[src/design/cma_pkg.sv]
// Shared types, codes and fixed-point constants of the conductivity meter averager.
// No dependencies; every other design file depends on this package.
package cma_pkg;

    // Build-time defaults
    localparam int MAX_WINDOW_DEF = 64;
    localparam int ADC_BITS_DEF   = 10;

    // Field widths
    localparam int WIN_W    = 7;
    localparam int FUNC_W   = 2;
    localparam int TEMP_W   = 12;
    localparam int STATUS_W = 2;
    localparam int VOLT_W   = 13;
    localparam int COMP_W   = 15;
    localparam int EC_W     = 15;

    localparam logic [WIN_W-1:0] WIN_RESET = 7'd20;

    // Item codes
    localparam logic [FUNC_W-1:0] FUNC_SAMPLE = 2'd0;
    localparam logic [FUNC_W-1:0] FUNC_TEMP   = 2'd1;
    localparam logic [FUNC_W-1:0] FUNC_REPORT = 2'd2;

    // Result status codes
    localparam logic [STATUS_W-1:0] STATUS_VALID = 2'd0;
    localparam logic [STATUS_W-1:0] STATUS_BELOW = 2'd1;
    localparam logic [STATUS_W-1:0] STATUS_ABOVE = 2'd2;

    // Millivolt conversion
    localparam int VOLT_FULL_SCALE = 5000;

    // Coefficient K = 160000 + 185*(T16 - 400), clamped to 40000
    localparam int K_W     = 19;
    localparam int KR_W    = 21;
    localparam int K_BASE  = 160000;
    localparam int K_SLOPE = 185;
    localparam int T_REF16 = 400;
    localparam int K_MIN   = 40000;

    // Quotient of (V*160000 << 9) / K
    localparam int NUM_W     = 30;
    localparam int Q_W       = 24;
    localparam int Q_CNT_W   = 5;
    localparam int FRAC_BITS = 9;

    localparam logic [Q_W-1:0] Q_BELOW = Q_W'(150 * 512);
    localparam logic [Q_W-1:0] Q_ABOVE = Q_W'(3300 * 512);
    localparam logic [Q_W-1:0] Q_SEG1  = Q_W'(448 * 512);
    localparam logic [Q_W-1:0] Q_SEG2  = Q_W'(1457 * 512);

    localparam logic [COMP_W-1:0] COMP_SAT = 15'd20000;
    localparam logic [EC_W-1:0]   EC_SAT   = 15'd20000;

    // Segment map, gains and offsets in hundredths, offsets pre-scaled by 256
    localparam int CQ_W   = 20;
    localparam int GAIN_W = 10;
    localparam int PROD_W = 30;
    localparam int OFF_W  = 27;
    localparam int T_W    = 31;

    localparam logic [GAIN_W-1:0] GAIN_SEG1 = 10'd684;
    localparam logic [GAIN_W-1:0] GAIN_SEG2 = 10'd698;
    localparam logic [GAIN_W-1:0] GAIN_SEG3 = 10'd530;

    localparam logic signed [OFF_W-1:0] OFF_SEG1 = OFF_W'(-6432 * 256);
    localparam logic signed [OFF_W-1:0] OFF_SEG2 = OFF_W'(-12700 * 256);
    localparam logic signed [OFF_W-1:0] OFF_SEG3 = OFF_W'(227800 * 256);

    // Rounding and divide by 25600 = (>> 8) then reciprocal of 100
    localparam int ROUND_HALF  = 12800;
    localparam int ROUND_SHIFT = 8;
    localparam int W_W         = 22;
    localparam int ECP_W       = 44;
    localparam int RECIP_SHIFT = 28;
    localparam int RECIP_100   = 2684355;

    typedef struct packed {
        logic accept;
        logic acc;
        logic avg_load;
        logic scale;
        logic div_q;
        logic seg;
        logic ec;
        logic out_load;
    } cma_cmd_t;

    typedef struct packed {
        logic div_busy;
    } cma_stat_t;

endpackage

[src/design/cma_if.sv]
// Valid/ready channel interfaces for input items and result words.
// Depends on cma_pkg for widths and defaults.
interface cma_in_if #(parameter int ADC_BITS = cma_pkg::ADC_BITS_DEF) ();
    import cma_pkg::*;

    logic                       valid;
    logic                       ready;
    logic [FUNC_W-1:0]          func;
    logic [ADC_BITS-1:0]        adc_sample;
    logic signed [TEMP_W-1:0]   temperature_sixteenths;

    modport source (output valid, func, adc_sample, temperature_sixteenths, input ready);
    modport sink   (input valid, func, adc_sample, temperature_sixteenths, output ready);
endinterface

interface cma_out_if #(parameter int ADC_BITS = cma_pkg::ADC_BITS_DEF) ();
    import cma_pkg::*;

    logic                   valid;
    logic                   ready;
    logic [STATUS_W-1:0]    status;
    logic [EC_W-1:0]        conductivity_us_cm;
    logic [ADC_BITS-1:0]    average_raw;
    logic [VOLT_W-1:0]      voltage_mv;
    logic [COMP_W-1:0]      compensated_mv;

    modport source (output valid, status, conductivity_us_cm, average_raw, voltage_mv,
                    compensated_mv, input ready);
    modport sink   (input valid, status, conductivity_us_cm, average_raw, voltage_mv,
                    compensated_mv, output ready);
endinterface

[src/design/conductivity_meter_averager.sv]
// Top level of the conductivity meter averager: controller plus datapath.
// Depends on cma_pkg, cma_if, cma_ctrl and cma_datapath.
//
// Usage:
//   in_ch carries one word per item: func selects an ADC sample, a temperature
//   reading or a report request. out_ch carries one result word per report:
//   status, conductivity in uS/cm, the raw average, millivolts and the
//   temperature compensated millivolts.
//   cfg_we/cfg_wdata write the window length; a write clears the sample ring,
//   running total, ring position and average. Write only while idle.
// Timing:
//   A temperature item is latched as it is taken. A sample is held by the
//   bit-serial divide of the running total by the window length. A report is
//   held by the 24-step divide by the temperature coefficient; the result word
//   appears on out_ch after that.
//   One item is worked on at a time; in_ch.ready is high only when idle.
// Reset:
//   rst_n clears the ring (per-entry valid bits), total, position, average and
//   latched temperature, and sets the window length to 20.
// Stall:
//   The result word sits in an output register; a new item is taken while it
//   waits. A report that finishes while the register is still full holds
//   until out_ch.ready frees it.
module conductivity_meter_averager #(
    parameter int MAX_WINDOW = cma_pkg::MAX_WINDOW_DEF,
    parameter int ADC_BITS   = cma_pkg::ADC_BITS_DEF
) (
    input  logic                      clk,
    input  logic                      rst_n,
    input  logic                      cfg_we,
    input  logic [cma_pkg::WIN_W-1:0] cfg_wdata,
    cma_in_if.sink                    in_ch,
    cma_out_if.source                 out_ch
);
    import cma_pkg::*;

    cma_cmd_t  cmd;    // controller to datapath
    cma_stat_t stat;   // datapath to controller

    // Sequence items: accept, ring update or report steps, result load
    cma_ctrl u_ctrl (
        .clk       (clk),
        .rst_n     (rst_n),
        .in_valid  (in_ch.valid),
        .in_func   (in_ch.func),
        .out_ready (out_ch.ready),
        .stat      (stat),
        .in_ready  (in_ch.ready),
        .out_valid (out_ch.valid),
        .cmd       (cmd)
    );

    // Hold the moving-average state and do the arithmetic
    cma_datapath #(
        .MAX_WINDOW (MAX_WINDOW),
        .ADC_BITS   (ADC_BITS)
    ) u_dp (
        .clk        (clk),
        .rst_n      (rst_n),
        .cfg_we     (cfg_we),
        .cfg_wdata  (cfg_wdata),
        .cmd        (cmd),
        .stat       (stat),
        .in_func    (in_ch.func),
        .in_sample  (in_ch.adc_sample),
        .in_temp    (in_ch.temperature_sixteenths),
        .out_status (out_ch.status),
        .out_ec     (out_ch.conductivity_us_cm),
        .out_avg    (out_ch.average_raw),
        .out_volt   (out_ch.voltage_mv),
        .out_comp   (out_ch.compensated_mv)
    );
endmodule

[src/design/cma_ram.sv]
// Generic single-write, single-read RAM with registered read data.
// Depends on cma_pkg for default sizes only.
module cma_ram #(
    parameter int WIDTH = cma_pkg::ADC_BITS_DEF,
    parameter int DEPTH = cma_pkg::MAX_WINDOW_DEF
) (
    input  logic                     clk,
    input  logic                     we,
    input  logic [$clog2(DEPTH)-1:0] waddr,
    input  logic [WIDTH-1:0]         wdata,
    input  logic [$clog2(DEPTH)-1:0] raddr,
    output logic [WIDTH-1:0]         rdata
);
    logic [WIDTH-1:0] mem [DEPTH];
    logic [WIDTH-1:0] rdata_reg;

    always_ff @(posedge clk)
    begin
        if (we)
        begin
            mem[waddr] <= wdata;
        end
        rdata_reg <= mem[raddr];
    end

    assign rdata = rdata_reg;
endmodule

[src/design/cma_div.sv]
// Restoring divider, one quotient bit per cycle, shared by the average and the
// compensation paths. Depends on cma_pkg for default widths.
module cma_div #(
    parameter int DVW = cma_pkg::K_W,
    parameter int QW  = cma_pkg::Q_W,
    parameter int CW  = cma_pkg::Q_CNT_W
) (
    input  logic           clk,
    input  logic           rst_n,
    input  logic           start,
    input  logic [DVW-1:0] rem_init,   // upper dividend bits, below divisor
    input  logic [DVW-1:0] divisor,
    input  logic [QW-1:0]  bits_init,  // lower dividend bits, MSB aligned
    input  logic [CW-1:0]  count,
    output logic           busy,
    output logic [QW-1:0]  quotient,
    output logic           rem_zero
);
    logic           busy_reg, busy_next;
    logic [CW-1:0]  cnt_reg, cnt_next;
    logic [DVW-1:0] rem_reg, rem_next;
    logic [DVW-1:0] dvs_reg;
    logic [QW-1:0]  q_reg, q_next;
    logic [DVW+1:0] diff;
    logic           ge;

    always_comb
    begin
        diff      = {1'b0, rem_reg, q_reg[QW-1]} - {2'b00, dvs_reg};
        ge        = ~diff[DVW+1];
        busy_next = busy_reg;
        cnt_next  = cnt_reg;
        rem_next  = rem_reg;
        q_next    = q_reg;
        if (start)
        begin
            busy_next = 1'b1;
            cnt_next  = count;
            rem_next  = rem_init;
            q_next    = bits_init;
        end
        else if (busy_reg)
        begin
            rem_next = ge ? diff[DVW-1:0] : {rem_reg[DVW-2:0], q_reg[QW-1]};
            q_next   = {q_reg[QW-2:0], ge};
            cnt_next = cnt_reg - 1'b1;
            if (cnt_reg == CW'(1))
            begin
                busy_next = 1'b0;
            end
        end
    end

    always_ff @(posedge clk or negedge rst_n)
    begin
        if (!rst_n)
        begin
            busy_reg <= 1'b0;
            cnt_reg  <= '0;
        end
        else
        begin
            busy_reg <= busy_next;
            cnt_reg  <= cnt_next;
        end
    end

    always_ff @(posedge clk)
    begin
        rem_reg <= rem_next;
        q_reg   <= q_next;
        if (start)
        begin
            dvs_reg <= divisor;
        end
    end

    assign busy     = busy_reg;
    assign quotient = q_reg;
    assign rem_zero = (rem_reg == '0);
endmodule

[src/design/cma_datapath.sv]
// Datapath: sample ring, running total, average, compensation and segment map.
// Depends on cma_pkg, cma_ram and cma_div; driven by commands from cma_ctrl.
module cma_datapath #(
    parameter int MAX_WINDOW = cma_pkg::MAX_WINDOW_DEF,
    parameter int ADC_BITS   = cma_pkg::ADC_BITS_DEF
) (
    input  logic                              clk,
    input  logic                              rst_n,
    input  logic                              cfg_we,
    input  logic [cma_pkg::WIN_W-1:0]         cfg_wdata,
    input  cma_pkg::cma_cmd_t                 cmd,
    output cma_pkg::cma_stat_t                stat,
    input  logic [cma_pkg::FUNC_W-1:0]        in_func,
    input  logic [ADC_BITS-1:0]               in_sample,
    input  logic signed [cma_pkg::TEMP_W-1:0] in_temp,
    output logic [cma_pkg::STATUS_W-1:0]      out_status,
    output logic [cma_pkg::EC_W-1:0]          out_ec,
    output logic [ADC_BITS-1:0]               out_avg,
    output logic [cma_pkg::VOLT_W-1:0]        out_volt,
    output logic [cma_pkg::COMP_W-1:0]        out_comp
);
    import cma_pkg::*;

    localparam int PW = $clog2(MAX_WINDOW);
    localparam int LW = $clog2(MAX_WINDOW + 1);
    localparam int TW = ADC_BITS + LW;

    // Architectural state
    logic [WIN_W-1:0]         window_reg;
    logic [MAX_WINDOW-1:0]    valid_reg;
    logic [PW-1:0]            pos_reg, pos_next;
    logic [TW-1:0]            total_reg, total_next;
    logic [ADC_BITS-1:0]      avg_reg;
    logic signed [TEMP_W-1:0] temp_reg;

    // Working registers
    logic [ADC_BITS-1:0]      sample_reg;
    logic [VOLT_W-1:0]        volt_reg, volt_next;
    logic [K_W-1:0]           k_reg, k_next;
    logic [COMP_W-1:0]        comp_reg, comp_next;
    logic [STATUS_W-1:0]      status_reg, status_next;
    logic [PROD_W-1:0]        prod_reg, prod_next;
    logic signed [OFF_W-1:0]  off_reg, off_next;
    logic [W_W-1:0]           w_reg, w_next;

    // Result word
    logic [STATUS_W-1:0]      out_status_reg;
    logic [EC_W-1:0]          out_ec_reg, ec_next;
    logic [ADC_BITS-1:0]      out_avg_reg;
    logic [VOLT_W-1:0]        out_volt_reg;
    logic [COMP_W-1:0]        out_comp_reg;

    logic [LW-1:0]            win_len;
    logic [ADC_BITS-1:0]      ram_rdata;
    logic [ADC_BITS-1:0]      old_sample;
    logic [PW:0]              pos_inc;

    logic                     div_start, div_busy, div_rem_zero;
    logic [K_W-1:0]           div_rem_init, div_divisor;
    logic [Q_W-1:0]           div_bits, quotient;
    logic [Q_CNT_W-1:0]       div_count;
    logic [NUM_W-1:0]         num;

    logic [ADC_BITS+VOLT_W-1:0] volt_prod;
    logic signed [TEMP_W:0]     t_diff;
    logic signed [KR_W-1:0]     k_raw;

    logic [GAIN_W-1:0]        gain;
    logic [Q_W:0]             cq_sum;
    logic signed [T_W-1:0]    t_sum;
    logic [PROD_W-1:0]        pos_val, round_sum;
    logic [ECP_W-1:0]         ec_prod;
    logic [ECP_W-RECIP_SHIFT-1:0] ec_quo;

    // Window length as used: zero acts as one, oversize clamps to the ring depth
    always_comb
    begin
        if (window_reg == '0)
        begin
            win_len = LW'(1);
        end
        else if (int'(window_reg) > MAX_WINDOW)
        begin
            win_len = LW'(MAX_WINDOW);
        end
        else
        begin
            win_len = LW'(window_reg);
        end
    end

    cma_ram #(.WIDTH(ADC_BITS), .DEPTH(MAX_WINDOW)) u_ring (
        .clk   (clk),
        .we    (cmd.acc),
        .waddr (pos_reg),
        .wdata (sample_reg),
        .raddr (pos_reg),
        .rdata (ram_rdata)
    );

    // Ring update
    always_comb
    begin
        old_sample = valid_reg[pos_reg] ? ram_rdata : '0;
        total_next = total_reg - TW'(old_sample) + TW'(sample_reg);
        pos_inc    = {1'b0, pos_reg} + (PW+1)'(1);
        pos_next   = (pos_inc >= (PW+1)'(win_len)) ? '0 : pos_inc[PW-1:0];
    end

    // Divider operands: average of the ring, or the scaled compensation quotient
    always_comb
    begin
        num       = NUM_W'(volt_reg) * NUM_W'(K_BASE);
        div_start = cmd.acc | cmd.div_q;
        if (cmd.div_q)
        begin
            div_rem_init = K_W'(num[NUM_W-1:Q_W-FRAC_BITS]);
            div_bits     = {num[Q_W-FRAC_BITS-1:0], FRAC_BITS'(0)};
            div_divisor  = k_reg;
            div_count    = Q_CNT_W'(Q_W);
        end
        else
        begin
            div_rem_init = K_W'(total_next[TW-1:ADC_BITS]);
            div_bits     = {total_next[ADC_BITS-1:0], (Q_W-ADC_BITS)'(0)};
            div_divisor  = K_W'(win_len);
            div_count    = Q_CNT_W'(ADC_BITS);
        end
    end

    cma_div #(.DVW(K_W), .QW(Q_W), .CW(Q_CNT_W)) u_div (
        .clk       (clk),
        .rst_n     (rst_n),
        .start     (div_start),
        .rem_init  (div_rem_init),
        .divisor   (div_divisor),
        .bits_init (div_bits),
        .count     (div_count),
        .busy      (div_busy),
        .quotient  (quotient),
        .rem_zero  (div_rem_zero)
    );

    assign stat.div_busy = div_busy;

    // Millivolts and temperature coefficient
    always_comb
    begin
        volt_prod = (ADC_BITS+VOLT_W)'(avg_reg) * (ADC_BITS+VOLT_W)'(VOLT_FULL_SCALE);
        volt_next = volt_prod[ADC_BITS+VOLT_W-1:ADC_BITS];
        t_diff    = (TEMP_W+1)'(temp_reg) - (TEMP_W+1)'(T_REF16);
        k_raw     = KR_W'(t_diff) * KR_W'(K_SLOPE) + KR_W'(K_BASE);
        k_next    = (k_raw < KR_W'(K_MIN)) ? K_W'(K_MIN) : k_raw[K_W-1:0];
    end

    // Range check and segment select on q = floor(c * 512)
    always_comb
    begin
        if (quotient[Q_W-1:FRAC_BITS] > COMP_SAT)
        begin
            comp_next = COMP_SAT;
        end
        else
        begin
            comp_next = quotient[Q_W-1:FRAC_BITS];
        end

        if (quotient < Q_BELOW)
        begin
            status_next = STATUS_BELOW;
        end
        else if (quotient > Q_ABOVE || (quotient == Q_ABOVE && !div_rem_zero))
        begin
            status_next = STATUS_ABOVE;
        end
        else
        begin
            status_next = STATUS_VALID;
        end

        if (quotient < Q_SEG1 || (quotient == Q_SEG1 && div_rem_zero))
        begin
            gain     = GAIN_SEG1;
            off_next = OFF_SEG1;
        end
        else if (quotient < Q_SEG2 || (quotient == Q_SEG2 && div_rem_zero))
        begin
            gain     = GAIN_SEG2;
            off_next = OFF_SEG2;
        end
        else
        begin
            gain     = GAIN_SEG3;
            off_next = OFF_SEG3;
        end

        // round to nearest Q8: (q + 1) >> 1
        cq_sum    = {1'b0, quotient} + (Q_W+1)'(1);
        prod_next = PROD_W'(gain) * PROD_W'(cq_sum[CQ_W:1]);
    end

    // Offset, clamp at zero, round and drop the Q8 fraction
    always_comb
    begin
        t_sum     = $signed({1'b0, prod_reg}) + T_W'(off_reg);
        pos_val   = t_sum[T_W-1] ? '0 : t_sum[PROD_W-1:0];
        round_sum = pos_val + PROD_W'(ROUND_HALF);
        w_next    = round_sum[PROD_W-1:ROUND_SHIFT];
    end

    // Divide by 100 through the reciprocal
    always_comb
    begin
        ec_prod = ECP_W'(w_reg) * ECP_W'(RECIP_100);
        ec_quo  = ec_prod[ECP_W-1:RECIP_SHIFT];
        if (status_reg != STATUS_VALID)
        begin
            ec_next = '0;
        end
        else if (ec_quo > (ECP_W-RECIP_SHIFT)'(EC_SAT))
        begin
            ec_next = EC_SAT;
        end
        else
        begin
            ec_next = ec_quo[EC_W-1:0];
        end
    end

    always_ff @(posedge clk or negedge rst_n)
    begin
        if (!rst_n)
        begin
            window_reg <= WIN_RESET;
            valid_reg  <= '0;
            pos_reg    <= '0;
            total_reg  <= '0;
            avg_reg    <= '0;
            temp_reg   <= '0;
        end
        else if (cfg_we)
        begin
            window_reg <= cfg_wdata;
            valid_reg  <= '0;
            pos_reg    <= '0;
            total_reg  <= '0;
            avg_reg    <= '0;
        end
        else
        begin
            if (cmd.accept && in_func == FUNC_TEMP)
            begin
                temp_reg <= in_temp;
            end
            if (cmd.acc)
            begin
                valid_reg[pos_reg] <= 1'b1;
                pos_reg            <= pos_next;
                total_reg          <= total_next;
            end
            if (cmd.avg_load)
            begin
                avg_reg <= quotient[ADC_BITS-1:0];
            end
        end
    end

    always_ff @(posedge clk)
    begin
        if (cmd.accept)
        begin
            sample_reg <= in_sample;
        end
        if (cmd.scale)
        begin
            volt_reg <= volt_next;
            k_reg    <= k_next;
        end
        if (cmd.seg)
        begin
            comp_reg   <= comp_next;
            status_reg <= status_next;
            prod_reg   <= prod_next;
            off_reg    <= off_next;
        end
        if (cmd.ec)
        begin
            w_reg <= w_next;
        end
        if (cmd.out_load)
        begin
            out_status_reg <= status_reg;
            out_ec_reg     <= ec_next;
            out_avg_reg    <= avg_reg;
            out_volt_reg   <= volt_reg;
            out_comp_reg   <= comp_reg;
        end
    end

    assign out_status = out_status_reg;
    assign out_ec     = out_ec_reg;
    assign out_avg    = out_avg_reg;
    assign out_volt   = out_volt_reg;
    assign out_comp   = out_comp_reg;
endmodule

[src/design/cma_ctrl.sv]
// Controller state machine: sequences one item at a time through the datapath.
// Depends on cma_pkg for item codes and the command and status structs.
module cma_ctrl (
    input  logic                       clk,
    input  logic                       rst_n,
    input  logic                       in_valid,
    input  logic [cma_pkg::FUNC_W-1:0] in_func,
    input  logic                       out_ready,
    input  cma_pkg::cma_stat_t         stat,
    output logic                       in_ready,
    output logic                       out_valid,
    output cma_pkg::cma_cmd_t          cmd
);
    import cma_pkg::*;

    typedef enum logic [8:0] {
        ST_IDLE  = 9'b000000001,
        ST_ACC   = 9'b000000010,
        ST_AVGW  = 9'b000000100,
        ST_SCALE = 9'b000001000,
        ST_DIVQ  = 9'b000010000,
        ST_QUOW  = 9'b000100000,
        ST_SEG   = 9'b001000000,
        ST_EC    = 9'b010000000,
        ST_OUT   = 9'b100000000
    } state_t;

    state_t state_reg, state_next;
    logic   out_valid_reg, out_valid_next;

    always_comb
    begin
        state_next = state_reg;
        cmd        = '0;
        in_ready   = 1'b0;
        unique case (state_reg)
            ST_IDLE:
            begin
                in_ready = 1'b1;
                if (in_valid)
                begin
                    cmd.accept = 1'b1;
                    if (in_func == FUNC_SAMPLE)
                    begin
                        state_next = ST_ACC;
                    end
                    else if (in_func == FUNC_REPORT)
                    begin
                        state_next = ST_SCALE;
                    end
                end
            end
            ST_ACC:
            begin
                cmd.acc    = 1'b1;
                state_next = ST_AVGW;
            end
            ST_AVGW:
            begin
                if (!stat.div_busy)
                begin
                    cmd.avg_load = 1'b1;
                    state_next   = ST_IDLE;
                end
            end
            ST_SCALE:
            begin
                cmd.scale  = 1'b1;
                state_next = ST_DIVQ;
            end
            ST_DIVQ:
            begin
                cmd.div_q  = 1'b1;
                state_next = ST_QUOW;
            end
            ST_QUOW:
            begin
                if (!stat.div_busy)
                begin
                    state_next = ST_SEG;
                end
            end
            ST_SEG:
            begin
                cmd.seg    = 1'b1;
                state_next = ST_EC;
            end
            ST_EC:
            begin
                cmd.ec     = 1'b1;
                state_next = ST_OUT;
            end
            ST_OUT:
            begin
                // hold until the result register is free
                if (!out_valid_reg || out_ready)
                begin
                    cmd.out_load = 1'b1;
                    state_next   = ST_IDLE;
                end
            end
            default:
            begin
                state_next = ST_IDLE;
            end
        endcase
    end

    always_comb
    begin
        out_valid_next = out_valid_reg;
        if (cmd.out_load)
        begin
            out_valid_next = 1'b1;
        end
        else if (out_ready)
        begin
            out_valid_next = 1'b0;
        end
    end

    always_ff @(posedge clk or negedge rst_n)
    begin
        if (!rst_n)
        begin
            state_reg     <= ST_IDLE;
            out_valid_reg <= 1'b0;
        end
        else
        begin
            state_reg     <= state_next;
            out_valid_reg <= out_valid_next;
        end
    end

    assign out_valid = out_valid_reg;
endmodule

[src/flat_wrapper.sv]
// flat-port wrapper written by rule: the top's interface ports become plain ports
module conductivity_meter_averager_flat import cma_pkg::*;
#(
    parameter int MAX_WINDOW = cma_pkg::MAX_WINDOW_DEF,
    parameter int ADC_BITS   = cma_pkg::ADC_BITS_DEF
)
  (clk, rst_n, cfg_we, cfg_wdata, in_ch_valid, in_ch_func, in_ch_adc_sample, in_ch_temperature_sixteenths, in_ch_ready, out_ch_valid, out_ch_status, out_ch_conductivity_us_cm, out_ch_average_raw, out_ch_voltage_mv, out_ch_compensated_mv, out_ch_ready);
  cma_in_if #(.ADC_BITS(ADC_BITS)) in_ch_i ();
  cma_out_if #(.ADC_BITS(ADC_BITS)) out_ch_i ();
  input  logic clk;
  input  logic rst_n;
  input  logic cfg_we;
  input  logic [cma_pkg::WIN_W-1:0] cfg_wdata;
  input wire logic [$bits(in_ch_i.valid)-1:0] in_ch_valid;
  input wire logic [$bits(in_ch_i.func)-1:0] in_ch_func;
  input wire logic [$bits(in_ch_i.adc_sample)-1:0] in_ch_adc_sample;
  input wire logic [$bits(in_ch_i.temperature_sixteenths)-1:0] in_ch_temperature_sixteenths;
  output wire logic [$bits(in_ch_i.ready)-1:0] in_ch_ready;
  output wire logic [$bits(out_ch_i.valid)-1:0] out_ch_valid;
  output wire logic [$bits(out_ch_i.status)-1:0] out_ch_status;
  output wire logic [$bits(out_ch_i.conductivity_us_cm)-1:0] out_ch_conductivity_us_cm;
  output wire logic [$bits(out_ch_i.average_raw)-1:0] out_ch_average_raw;
  output wire logic [$bits(out_ch_i.voltage_mv)-1:0] out_ch_voltage_mv;
  output wire logic [$bits(out_ch_i.compensated_mv)-1:0] out_ch_compensated_mv;
  input wire logic [$bits(out_ch_i.ready)-1:0] out_ch_ready;
  assign in_ch_i.valid = in_ch_valid;
  assign in_ch_i.func = in_ch_func;
  assign in_ch_i.adc_sample = in_ch_adc_sample;
  assign in_ch_i.temperature_sixteenths = in_ch_temperature_sixteenths;
  assign in_ch_ready = in_ch_i.ready;
  assign out_ch_valid = out_ch_i.valid;
  assign out_ch_status = out_ch_i.status;
  assign out_ch_conductivity_us_cm = out_ch_i.conductivity_us_cm;
  assign out_ch_average_raw = out_ch_i.average_raw;
  assign out_ch_voltage_mv = out_ch_i.voltage_mv;
  assign out_ch_compensated_mv = out_ch_i.compensated_mv;
  assign out_ch_i.ready = out_ch_ready;
  conductivity_meter_averager #(.MAX_WINDOW(MAX_WINDOW), .ADC_BITS(ADC_BITS)) u_core (.clk(clk), .rst_n(rst_n), .cfg_we(cfg_we), .cfg_wdata(cfg_wdata), .in_ch(in_ch_i), .out_ch(out_ch_i));
endmodule
[config.mk]
export PLATFORM = sky130hd
export DESIGN_NAME = conductivity_meter_averager_flat
export DESIGN_NICKNAME = d
export VERILOG_FILES = /design/src/design/cma_pkg.sv /design/src/design/cma_if.sv /design/src/design/conductivity_meter_averager.sv /design/src/design/cma_ram.sv /design/src/design/cma_div.sv /design/src/design/cma_datapath.sv /design/src/design/cma_ctrl.sv /design/src/flat_wrapper.sv
export SDC_FILE = /design/constraint.sdc
export NUM_CORES = 2
export LEC_CHECK = 0
export ABC_AREA = 1
export BUFFER_PORTS_ARGS = -buffer_cell sky130_fd_sc_hd__buf_2
export CAP_MARGIN = 20
export CORE_MARGIN = 2
export CORE_UTILIZATION = 58
export CTS_CLUSTER_DIAMETER = 60
export DETAILED_ROUTE_END_ITERATION = 8
export PLACE_DENSITY = 0.77
export SETUP_SLACK_MARGIN = 0.15
export SKIP_CTS_REPAIR_TIMING = 1
export SYNTH_ARGS = -nofsm -noshare
export SYNTH_HDL_FRONTEND = slang
export SYNTH_HIERARCHICAL = 1
export SYNTH_SLANG_ARGS = --single-unit
[constraint.sdc]
create_clock -name clk -period 5.9 [get_ports clk]
set_input_delay 0.295 -clock clk [delete_from_list [all_inputs] [get_ports clk]]
set_output_delay 0.295 -clock clk [all_outputs]
set_load 0.05 [all_outputs]
==> results_dict.tcl <==
set metrics [dict create \
    synth.most_common_cell "nand2_1" \
    status "finished with violations" \
    drv_cap 0 \
    yosysSeqAreaShare 0.444 \
    vias 50600 \
    area_growth_pct 16.4 \
    finalSetupViolations 29 \
    start_util 0.583 \
    cts_root_buf "clkbuf_16" \
    hold_viol 0 \
    ys_ff_latch 1007 \
    yosys_warnings 6 \
    hp-class "in -> reg" \
    cp.arrival_ns 6.86 \
    portBuffers 92 \
    cts_sinks 1007 \
    worst_slew_pin_slew_ns 1.37 \
    hpwlAfterDp_mm 118 \
    largest_reg_flops 640 \
    drive_gt1_frac 0.152 \
    die_width_um 342 \
    crit_path_end_kind "register" \
    final_max_slew_viol_count 0 \
    grt-ovfl-total 0 \
    required_ns 6.47 \
    yosys-top-cells-area "edfxtp_1 (39%), fa_1 (11%), ha_1 (11%), nand2_1 (9.7%), inv_1 (6.7%)" \
    fin_crit_ns 6.29 \
    grt_use_total 0.283 \
    htree_levels 3 \
    syn_inst 7018 \
    ant_nets 0 \
    syn_area_per_cell_um2 9.45 \
    grt_antenna_before_repair 8 \
    dp_cells 8850 \
    cpMostUsedCell "fa_1" \
    final_net_count 8496 \
    critPathSlowestCell "fa_1" \
    fmax_mhz 159 \
    wirelength_mm 171 \
    io_pins 93 \
    drt_iter0_drc 4959 \
    die_height_um 342 \
    cts_tree "yes" \
    synthArstFlopShare 0.131 \
    synth_edf_count 865 \
    skew_ns 0.0535 \
    grt_max_degree 169 \
    clk_pin_slew_worst_paths_ns 0.06 \
    rsz0062_at_grt "true" \
    max_slew_margin 0.0864 \
    cp_max_fo 5 \
    synthesis.area_mm2 0.0663 \
    drc 0 \
    synth_cell_types 69 \
    drt-wirelength-per-cell_um 18.8 \
    fin_cells 9137 \
    dieArea_mm2 0.117 \
    first_pass_iters 6 \
    netlist_top_cells_count "nand2_1 (1721), inv_1 (1191), edfxtp_1 (865), nand3_1 (712), ha_1 (568)" \
    grt_pass1_vias 49300 \
    numCtsBuffers 106 \
    drt-vias-per-instance 5.54 \
    ys.flop_type "edfxtp_1" \
    yosysTopAreaCell "edfxtp_1" \
    whs_ns 0.0188 \
    violations "setup timing" \
    gp_congestion 0.958 \
    slowest_delay_ns 0.53 \
    setup_slack_ns -0.393 \
    path_class "reg -> reg" \
    nFillCells 8349 \
    cts_max_path_buffers 3 \
    fin_crit_sh 1.07 \
    synth.top_cell.area_share 0.391 \
    fp-row-count 124 \
    clock_latency_ns 0.73 \
    grt_pass1_wl_mm 262 \
    coreArea_mm2 0.114 \
    crit_path_start_kind "register" \
]
## critical path: cells and delay by family, from the launching register on
kind | cells | cell delay, ns
buffers and inverters | 9 | 0.80
XOR/XNOR | 1 | 0.20
adder cells (fa/ha/maj) | 8 | 3.35
AND/OR/NAND/NOR | 14 | 1.32
flip-flops | 1 | 0.46
## cell type report
type | instances | area, um^2 | area share
diodes | 1 | 2.50 | 0.0000324
clock buffers | 135 | 2870 | 0.0372
clock inverters | 64 | 627 | 0.00811
inverters | 1215 | 4580 | 0.0593
multi-input cells | 4627 | 33300 | 0.432
flip-flops and latches | 1007 | 29500 | 0.382
well taps | 1512 | 1890 | 0.0245
repair buffers | 576 | 4430 | 0.0574
## cells in the final DEF (no fill, tap or decap), drive strengths merged, types with 31 or more instances in the layout
cell type    Yosys  routed
nand2         1735    1736
inv           1209    1216
edfxtp         865     865
nand3          720     720
ha             568     568
buf            129     543
nor2           487     487
fa             359     359
a21oi          222     222
clkbuf          66     137
dfrtp          129     129
o21ai          103     103
xor2            91      91
nand4           60      60
clkinv           6      54
xnor2           43      43
nor3            43      43
o22ai           34      34
dlygate4sd3      0      31
## worst paths after layout
kind / depth (start not counted) / slack, ns / endpoint / startpoint
max in group asynchronous: 3 / 4.40 / u_core/u_dp/pos_reg[0]$_DFFE_PN0P_ / rst_n
worst min register to register: 0 / 0.41 / u_core/u_dp/out_comp[9]$_DFFE_PP_ / u_core/u_dp/comp_reg[9]$_SDFFCE_PN1P_
min in group asynchronous: 2 / 0.18 / u_core/u_dp/avg_reg[8]$_DFFE_PN0P_ / rst_n
worst max-delay path: 32 / -0.39 / u_core/u_dp/out_ec[13]$_SDFFCE_PP0P_ / u_core/u_dp/w_reg[8]$_DFFE_PP_
worst max register to register: 32 / -0.39 / u_core/u_dp/out_ec[13]$_SDFFCE_PP0P_ / u_core/u_dp/w_reg[8]$_DFFE_PP_
worst min-delay path: 4 / 0.02 / u_core/u_ctrl/state_reg[1]$_DFFE_PN0P_ / in_ch_func[0]
## metal layers
| metal | vias to the layer above | routed length [um] | track usage |
|---|---|---|---|
| met5 | - | 37 | 0 |
| met4 | 6 | 5290 | 0.0832 |
| met3 | 391 | 13200 | 0.0404 |
| met2 | 2025 | 82900 | 0.469 |
| met1 | 24400 | 70000 | 0.391 |
| li1 | 23800 | - | - |
## stage by stage
step	setup WS, ns	setup TNS, ns	cell area (um^2)	utilization
floorplan	0.133	0	66700	-
global placement	-0.356	-7.56	71100	0.624
detailed placement	-0.481	-10.56	71100	0.624
CTS	-0.491	-12.33	74600	0.655
global route	-0.661	-14.95	77200	0.678
finish	-0.393	-7.82	77300	0.678
## cell families after synthesis
logic type                 Yosys count  share of synthesized area
adders and majority gates          927                      0.215
DFF                               1007                      0.444
buffers and inverters             1410                     0.0856
muxes                                4                   0.000641
other                                2                   0.000113
AOI/OAI and AO/OA                  434                     0.0370
and+or+nand+nor                   3100                      0.199
xor gates and xnor gates           134                     0.0178
Power is not shown: default switching activity piles up to over one toggle a cycle in this logic, so the estimate is an artifact.
